## config.mk

```make
export PLATFORM = sky130hd
export DESIGN_NAME = c_lexical_context_tracker_flat
export DESIGN_NICKNAME = d
export VERILOG_FILES = /design/src/rtl/clt_pkg.sv /design/src/rtl/clt_if.sv /design/src/rtl/clt_step.sv /design/src/rtl/c_lexical_context_tracker.sv /design/src/flat_wrapper.sv
export SDC_FILE = /design/constraint.sdc
export NUM_CORES = 1
export LEC_CHECK = 0
export ABC_AREA = 0
export BUFFER_PORTS_ARGS = -buffer_cell sky130_fd_sc_hd__buf_4
export CORE_MARGIN = 2
export CORE_UTILIZATION = 40
export CTS_CLUSTER_SIZE = 12
export DETAILED_ROUTE_END_ITERATION = 8
export PLACE_DENSITY = 0.74
export SYNTH_ARGS = -nofsm -noshare
export SYNTH_HDL_FRONTEND = slang
export SYNTH_SLANG_ARGS = --single-unit
```

## constraint.sdc

```tcl
create_clock -name clk -period 4.5 [get_ports clk]
set_clock_uncertainty 0.05 [all_clocks]
set_input_delay 0.225 -clock clk [delete_from_list [all_inputs] [get_ports clk]]
set_output_delay 0.225 -clock clk [all_outputs]
set_load 0.01 [all_outputs]
```

## src/rtl/clt_pkg.sv

```systemverilog
// ----------------------------------------------------------------------------
// clt_pkg
// Shared types and character codes for the C lexical context tracker.
// ----------------------------------------------------------------------------
package clt_pkg;

    // character codes the scanner reacts to
    localparam logic [7:0] CH_BACKSLASH = 8'h5C;
    localparam logic [7:0] CH_DQUOTE    = 8'h22;
    localparam logic [7:0] CH_SQUOTE    = 8'h27;
    localparam logic [7:0] CH_STAR      = 8'h2A;
    localparam logic [7:0] CH_SLASH     = 8'h2F;

    // lexical context carried from byte to byte
    typedef struct packed {
        logic in_block_comment;
        logic in_string_lit;
        logic in_char_lit;
        logic backslash_continue;
        logic pending_slash;
        logic pending_star;
        logic skip_next_byte;
        logic rest_of_line_ignored;
    } clt_state_t;

    localparam clt_state_t CLT_STATE_RESET = '0;

    // one input item as held in the input register
    typedef struct packed {
        logic [7:0] text_byte;
        logic       line_end;
        logic       line_empty;
    } clt_item_t;

endpackage

```

## src/rtl/clt_if.sv

```systemverilog
// ----------------------------------------------------------------------------
// clt_in_if / clt_out_if
// Valid/ready channels for text items and context results.
// ----------------------------------------------------------------------------
interface clt_in_if;
    logic       valid;
    logic       ready;
    logic [7:0] text_byte;
    logic       line_end;
    logic       line_empty;

    modport source (output valid, output text_byte, output line_end, output line_empty,
                    input ready);
    modport sink   (input valid, input text_byte, input line_end, input line_empty,
                    output ready);
endinterface

interface clt_out_if;
    logic valid;
    logic ready;
    logic comment_open;
    logic string_open;
    logic char_open;
    logic continued_line;
    logic any_open;
    logic line_done;

    modport source (output valid, output comment_open, output string_open,
                    output char_open, output continued_line, output any_open,
                    output line_done, input ready);
    modport sink   (input valid, input comment_open, input string_open,
                    input char_open, input continued_line, input any_open,
                    input line_done, output ready);
endinterface

```

## src/rtl/clt_step.sv

```systemverilog
// ----------------------------------------------------------------------------
// clt_step
// Next lexical context for one item: byte scan plus end-of-line handling.
// ----------------------------------------------------------------------------
module clt_step
(
    input  clt_pkg::clt_state_t cur,
    input  clt_pkg::clt_item_t  item,
    output clt_pkg::clt_state_t nxt
);

    // byte with no pending two-byte token
    function automatic clt_pkg::clt_state_t plain_byte(clt_pkg::clt_state_t s,
                                                      logic [7:0] b);
        clt_pkg::clt_state_t r;
        r = s;
        if (s.in_string_lit)
        begin
            if (b == clt_pkg::CH_BACKSLASH)
                r.skip_next_byte = 1'b1;
            else if (b == clt_pkg::CH_DQUOTE)
                r.in_string_lit = 1'b0;
        end
        else if (s.in_char_lit)
        begin
            if (b == clt_pkg::CH_BACKSLASH)
                r.skip_next_byte = 1'b1;
            else if (b == clt_pkg::CH_SQUOTE)
                r.in_char_lit = 1'b0;
        end
        else if (s.in_block_comment)
        begin
            if (b == clt_pkg::CH_STAR)
                r.pending_star = 1'b1;
        end
        else
        begin
            if (b == clt_pkg::CH_SLASH)
                r.pending_slash = 1'b1;
            else if (b == clt_pkg::CH_DQUOTE)
                r.in_string_lit = 1'b1;
            else if (b == clt_pkg::CH_SQUOTE)
                r.in_char_lit = 1'b1;
        end
        return r;
    endfunction

    // byte scan with skip, ignore and two-byte tokens
    function automatic clt_pkg::clt_state_t scan_byte(clt_pkg::clt_state_t s,
                                                     logic [7:0] b);
        clt_pkg::clt_state_t r;
        r = s;
        priority if (s.skip_next_byte)
        begin
            r.skip_next_byte = 1'b0;
        end
        else if (s.rest_of_line_ignored)
        begin
            r = s;
        end
        else if (s.pending_slash)
        begin
            r.pending_slash = 1'b0;
            if (b == clt_pkg::CH_STAR)
                r.in_block_comment = 1'b1;
            else if (b == clt_pkg::CH_SLASH)
                r.rest_of_line_ignored = 1'b1;
            else
                r = plain_byte(r, b);
        end
        else if (s.pending_star)
        begin
            r.pending_star = 1'b0;
            if (b == clt_pkg::CH_SLASH)
                r.in_block_comment = 1'b0;
            else
                r = plain_byte(r, b);
        end
        else
        begin
            r = plain_byte(s, b);
        end
        return r;
    endfunction

    // end of line: clear per-line flags, keep literals only on continuation
    function automatic clt_pkg::clt_state_t close_line(clt_pkg::clt_state_t s,
                                                      logic cont);
        clt_pkg::clt_state_t r;
        r = s;
        r.pending_slash        = 1'b0;
        r.pending_star         = 1'b0;
        r.skip_next_byte       = 1'b0;
        r.rest_of_line_ignored = 1'b0;
        r.backslash_continue   = cont;
        if (!cont)
        begin
            r.in_string_lit = 1'b0;
            r.in_char_lit   = 1'b0;
        end
        return r;
    endfunction

    logic final_backslash;

    assign final_backslash = (item.text_byte == clt_pkg::CH_BACKSLASH);

    // item kinds: empty line, last byte, byte within a line
    always_comb
    begin
        priority if (item.line_empty)
        begin
            nxt = close_line(cur, 1'b0);
        end
        else if (item.line_end)
        begin
            if (final_backslash)
                nxt = close_line(cur, 1'b1);
            else
                nxt = close_line(scan_byte(cur, item.text_byte), 1'b0);
        end
        else
        begin
            nxt = scan_byte(cur, item.text_byte);
            nxt.backslash_continue = 1'b0;
        end
    end

endmodule

```

## src/rtl/c_lexical_context_tracker.sv

```systemverilog
// ----------------------------------------------------------------------------
// c_lexical_context_tracker
// Tracks block comment, string and character literal context in C text.
// ----------------------------------------------------------------------------
// Takes one text item per clock unless the result side stalls and returns
// one result per item, in order. An item is captured in the input register,
// the context update is combinational between that register and the result
// register, so the result turns valid when the item advances into the result
// register, which back-pressure can delay; throughput is one item per cycle
// while not stalled, and the only loop is the context register feedback.
// Back-pressure on the result side stalls the input register, and the input
// side stays ready while a held result leaves in the same cycle.
module c_lexical_context_tracker
(
    input  logic            clk,
    input  logic            rst_n,
    clt_in_if.sink          in_ch,
    clt_out_if.source       out_ch
);

    logic                s1_valid_reg;
    logic                s1_valid_next;
    clt_pkg::clt_item_t  s1_item_reg;
    clt_pkg::clt_state_t ctx_reg;
    clt_pkg::clt_state_t ctx_next;
    logic                out_valid_reg;
    logic                out_valid_next;
    logic                line_done_reg;
    logic                in_xfer;
    logic                out_adv;
    logic                s1_adv;

    // pipeline handshake
    assign out_adv     = !out_valid_reg || out_ch.ready;
    assign s1_adv      = s1_valid_reg && out_adv;
    assign in_ch.ready = !s1_valid_reg || out_adv;
    assign in_xfer     = in_ch.valid && in_ch.ready;

    always_comb
    begin
        s1_valid_next = s1_valid_reg;
        if (in_ch.ready)
            s1_valid_next = in_ch.valid;
        out_valid_next = out_valid_reg;
        if (out_adv)
            out_valid_next = s1_valid_reg;
    end

    // context update for the item in the input register
    clt_step u_step
    (
        .cur  (ctx_reg),
        .item (s1_item_reg),
        .nxt  (ctx_next)
    );

    // control and context registers
    always_ff @(posedge clk or negedge rst_n)
    begin
        if (!rst_n)
        begin
            s1_valid_reg  <= 1'b0;
            out_valid_reg <= 1'b0;
            ctx_reg       <= clt_pkg::CLT_STATE_RESET;
        end
        else
        begin
            s1_valid_reg  <= s1_valid_next;
            out_valid_reg <= out_valid_next;
            if (s1_adv)
                ctx_reg <= ctx_next;
        end
    end

    // input payload register
    always_ff @(posedge clk)
    begin
        if (in_xfer)
        begin
            s1_item_reg.text_byte  <= in_ch.text_byte;
            s1_item_reg.line_end   <= in_ch.line_end;
            s1_item_reg.line_empty <= in_ch.line_empty;
        end
    end

    // result payload: line closure flag; context flags come from ctx_reg
    always_ff @(posedge clk)
    begin
        if (s1_adv)
            line_done_reg <= s1_item_reg.line_end || s1_item_reg.line_empty;
    end

    assign out_ch.valid          = out_valid_reg;
    assign out_ch.comment_open   = ctx_reg.in_block_comment;
    assign out_ch.string_open    = ctx_reg.in_string_lit;
    assign out_ch.char_open      = ctx_reg.in_char_lit;
    assign out_ch.continued_line = ctx_reg.backslash_continue;
    assign out_ch.any_open       = ctx_reg.in_block_comment || ctx_reg.in_string_lit ||
                                   ctx_reg.in_char_lit || ctx_reg.backslash_continue;
    assign out_ch.line_done      = line_done_reg;

endmodule

```

## src/flat_wrapper.sv

```systemverilog
// flat-port wrapper written by rule: the top's interface ports become plain ports
module c_lexical_context_tracker_flat 
  (clk, rst_n, in_ch_valid, in_ch_text_byte, in_ch_line_end, in_ch_line_empty, in_ch_ready, out_ch_valid, out_ch_comment_open, out_ch_string_open, out_ch_char_open, out_ch_continued_line, out_ch_any_open, out_ch_line_done, out_ch_ready);
  clt_in_if in_ch_i ();
  clt_out_if out_ch_i ();
  input  logic clk;
  input  logic rst_n;
  input wire logic [$bits(in_ch_i.valid)-1:0] in_ch_valid;
  input wire logic [$bits(in_ch_i.text_byte)-1:0] in_ch_text_byte;
  input wire logic [$bits(in_ch_i.line_end)-1:0] in_ch_line_end;
  input wire logic [$bits(in_ch_i.line_empty)-1:0] in_ch_line_empty;
  output wire logic [$bits(in_ch_i.ready)-1:0] in_ch_ready;
  output wire logic [$bits(out_ch_i.valid)-1:0] out_ch_valid;
  output wire logic [$bits(out_ch_i.comment_open)-1:0] out_ch_comment_open;
  output wire logic [$bits(out_ch_i.string_open)-1:0] out_ch_string_open;
  output wire logic [$bits(out_ch_i.char_open)-1:0] out_ch_char_open;
  output wire logic [$bits(out_ch_i.continued_line)-1:0] out_ch_continued_line;
  output wire logic [$bits(out_ch_i.any_open)-1:0] out_ch_any_open;
  output wire logic [$bits(out_ch_i.line_done)-1:0] out_ch_line_done;
  input wire logic [$bits(out_ch_i.ready)-1:0] out_ch_ready;
  assign in_ch_i.valid = in_ch_valid;
  assign in_ch_i.text_byte = in_ch_text_byte;
  assign in_ch_i.line_end = in_ch_line_end;
  assign in_ch_i.line_empty = in_ch_line_empty;
  assign in_ch_ready = in_ch_i.ready;
  assign out_ch_valid = out_ch_i.valid;
  assign out_ch_comment_open = out_ch_i.comment_open;
  assign out_ch_string_open = out_ch_i.string_open;
  assign out_ch_char_open = out_ch_i.char_open;
  assign out_ch_continued_line = out_ch_i.continued_line;
  assign out_ch_any_open = out_ch_i.any_open;
  assign out_ch_line_done = out_ch_i.line_done;
  assign out_ch_i.ready = out_ch_ready;
  c_lexical_context_tracker u_core (.clk(clk), .rst_n(rst_n), .in_ch(in_ch_i), .out_ch(out_ch_i));
endmodule
```

==> flow_summary_export.csv <==
group,metric,value,unit
run_status,status,"finished, final reports clean",
clock_tree,cts.sinks,21,
synthesis,syn_area,1040,sq um
sta,hold_viol,0,
die,rows,18,
die,ioPinCount,22,
layout,area_growth,21.4,%
worst_setup_path,critical_path.cell_chain,"or4b_4 > nor3_2 > nor2b_1 > a32o_1 > o22a_1",
worst_setup_path,slowest_stage,"or4b_4",
synthesis,synthFlopType,"edfxtp_1",
worst_setup_path,slowest_delay,0.58,ns
grt,track_usage,0.163,
clock_tree,cts_tree,"done",
die,initial_utilization,0.422,
worst_setup_path,ff2ff_setup_slack,2.48,ns
sta,fin_setup_tns,0,ns
drt,drc,0,
pwr,power_density,272,nW/um^2
synthesis,synth-seq-cells,21,
job,maxCapViolCount,0,
synthesis,synth_nets,112,
clock_tree,h-tree-depth,1,
drt,totalWireLength,2090,microns
layout,largest_register_ffs,10,
clock_tree,clkSlewWorstSetupHoldPaths,0.11,ns
clock_tree,post_cts_buffers,0,
min_path,hold_path_depth,1,
placed_design,gp_congestion,0.878,
clock_tree,root_buffer,"clkbuf_4",
pwr,power.total,0.000345,W
sta,slew_headroom,0.635,
drt,antenna_left,0,
die,die_h,55.1,microns
synthesis,synth_xor_area_frac,0,
min_path,hp-class,"in2reg",
drt,num_vias,853,
synthesis,avgSynthCellArea,10.7,sq um
synthesis,synth_top_family_by_area,"simple AND/OR/NAND/NOR gates",
worst_setup_path,crit_type,"reg2reg",
die,die_area,3040,sq um
worst_setup_path,startpoint_type,"flop",
clock_tree,worstSkewPairLatency,0.30,ns
clock_tree,cts_made_buffers,3,
synthesis,synth_fa_ha_area_frac,0,
grt,gr-total-overflow,0,
sta,worst_slew_pin_slew,0.540,ns
worst_setup_path,r2r_start,"u_core.s1_item_reg[6]",
layout,drive_gt1_frac,0.230,
min_path,worstHoldStart,"in_ch_text_byte[4]",
synthesis,synthMostInstantiatedCell,"edfxtp_1",
sta,rsz0062_at_grt,"no",
die,dieWidth,55.1,microns
drt,drt_pass1_iterations,4,
layout,antenna_cells,0,
synthesis,yosysTopAreaCellShare,0.316,
drt,vias_per_cell,5.61,
pwr,leakage,0.515,nW
drt,wire_per_inst,13.8,microns
synthesis,synthCells,98,
synthesis,async_flop_share,0.476,
grt,grt_pass1_vias,778,
synthesis,synth_compound_area_frac,0.154,
clock_tree,clk_path_buf_depth,2,
layout,finish.instance_area,1270,sq um
sta,timing.final.max_slew_violations,0,
worst_setup_path,required,4.65,ns
synthesis,synth.area.top_cells,"edfxtp_1 (32%), dfrtp_1 (24%), nand2_1 (3.6%)",
placed_design,dpl_cell_area,1230,sq um
synthesis,synth-edff-count,11,
synthesis,synthSimpleGateAreaFrac,0.268,
placed_design,port_buffers,21,
grt,antenna_found_initial,0,
grt,grt_pass1_wl,3450,microns
layout,fillCellCount,237,
synthesis,yosysSeqAreaShare,0.556,
worst_setup_path,r2r_cells,5,
sta,period_share,0.448,
worst_setup_path,worst_setup_path_end_kind,"flop",
synthesis,synth.area.mux_share,0,
layout,post-route-util,0.512,
placed_design,dpl.hpwl,1600,microns
pwr,ir_drop,0.199,mV
synthesis,yosys-top-cells-count,"edfxtp_1 (11), dfrtp_1 (10), nand2_1 (10)",
sta,setup_viol,0,
sta,fin_crit,2.02,ns
synthesis,yosysTopAreaCell,"edfxtp_1",
synthesis,synthDistinctLibCells,36,
die,core,2480,sq um
layout,fin_nets,137,
synthesis,ys_warn_count,0,
drt,drtIter0Drc,34,
worst_setup_path,arrival,2.17,ns
grt,grt_max_degree,12,
sta,fmax,0.496,GHz
min_path,hold_end,"u_core.s1_item_reg[6]",
worst_setup_path,reg2reg_to,"u_core.out_ch.comment_open",
worst_setup_path,crit_fanout,5,
==> layout make-up <==
| cell class | instances | area [sq um] | share of cell area |
|---|---|---|---|
| sequential | 21 | 581 | 0.458 |
| multi-input combinational | 71 | 442 | 0.348 |
| timing repair buffer | 22 | 168 | 0.132 |
| tap | 30 | 37.5 | 0.0296 |
| clock buffer | 4 | 26.3 | 0.0207 |
| inverter | 4 | 15.0 | 0.0118 |
==> power by group <==
part           internal, W   total, W  leakage, nW  switching, W
clock network    0.0000346  0.0000893       0.0150     0.0000547
registers         0.000212   0.000218        0.238    0.00000601
logic            0.0000181  0.0000379        0.262     0.0000198
==> how the worst max path moves through the flow <==
stage,to,depth (start not counted),from
2_1_floorplan,u_core.out_ch.string_open,5,u_core.s1_item_reg[6]
3_3_place_gp,u_core.out_ch.string_open,5,u_core.s1_item_reg[6]
3_5_place_dp,u_core.out_ch.comment_open,5,u_core.s1_item_reg[6]
4_1_cts,u_core.out_ch.comment_open,5,u_core.s1_item_reg[6]
5_1_grt,u_core.out_ch.comment_open,5,u_core.s1_item_reg[6]
6_report,u_core.out_ch.comment_open,5,u_core.s1_item_reg[6]
==> what timing repair did <==
item / in CTS / in global routing
hold buffers: 1 / 0
resized for setup: 0 / 0
hold endpoints to repair: 10 / 0
==> worst max-delay path, delay by kind of cell (launching register included) <==
family	cells	cell delay, ns
AND/OR/NAND/NOR	3	1.03
AO/OA/AOI/OAI	2	0.44
flip-flops	1	0.39
==> cells by family after synthesis <==
| family | count (synthesis) |
|---|---|
| AO/OA/AOI/OAI | 24 |
| buffers and inverters | 6 |
| flip-flops | 21 |
| AND/OR/NAND/NOR | 47 |
==> stage by stage <==
step           setup WS, ns  hold WS (ns)  cells
3_5_place_dp           2.51        0.0158    147
3_3_place_gp           2.55        0.0123    147
5_1_grt                2.39        0.0157    152
2_1_floorplan          2.61        -0.121     98
4_1_cts                2.48        0.0253    152
6_report               2.48        0.0388    152
==> cells in the final DEF, fill, tap and decap left out, types with 2 or more instances in the layout <==
master    synthesis  layout
dfrtp_1          10      10
nand2_1          10      10
nor3_1            2       2
nand4b_1          3       3
nand2b_1          4       4
nor4bb_1          2       2
nor2_1            8       8
a21oi_1           6       6
o21ai_0           3       3
inv_1             4       4
buf_4             0      21
and2_1            3       3
edfxtp_1         11      11
nor2b_1           2       2
nor3b_1           2       2
or4_1             2       2
a31oi_1           4       4
nand3_1           2       2
clkbuf_4          0       3
==> layer usage <==
layer / GRT usage / vias to the layer above / wire (microns)
li1: - / 422 / -
met1: 0.221 / 396 / 967
met2: 0.252 / 30 / 962
met3: 0.0323 / 5 / 118
met4: 0.0732 / 0 / 41
met5: 0 / - / 0
Power figures use the tool's default switching activity.
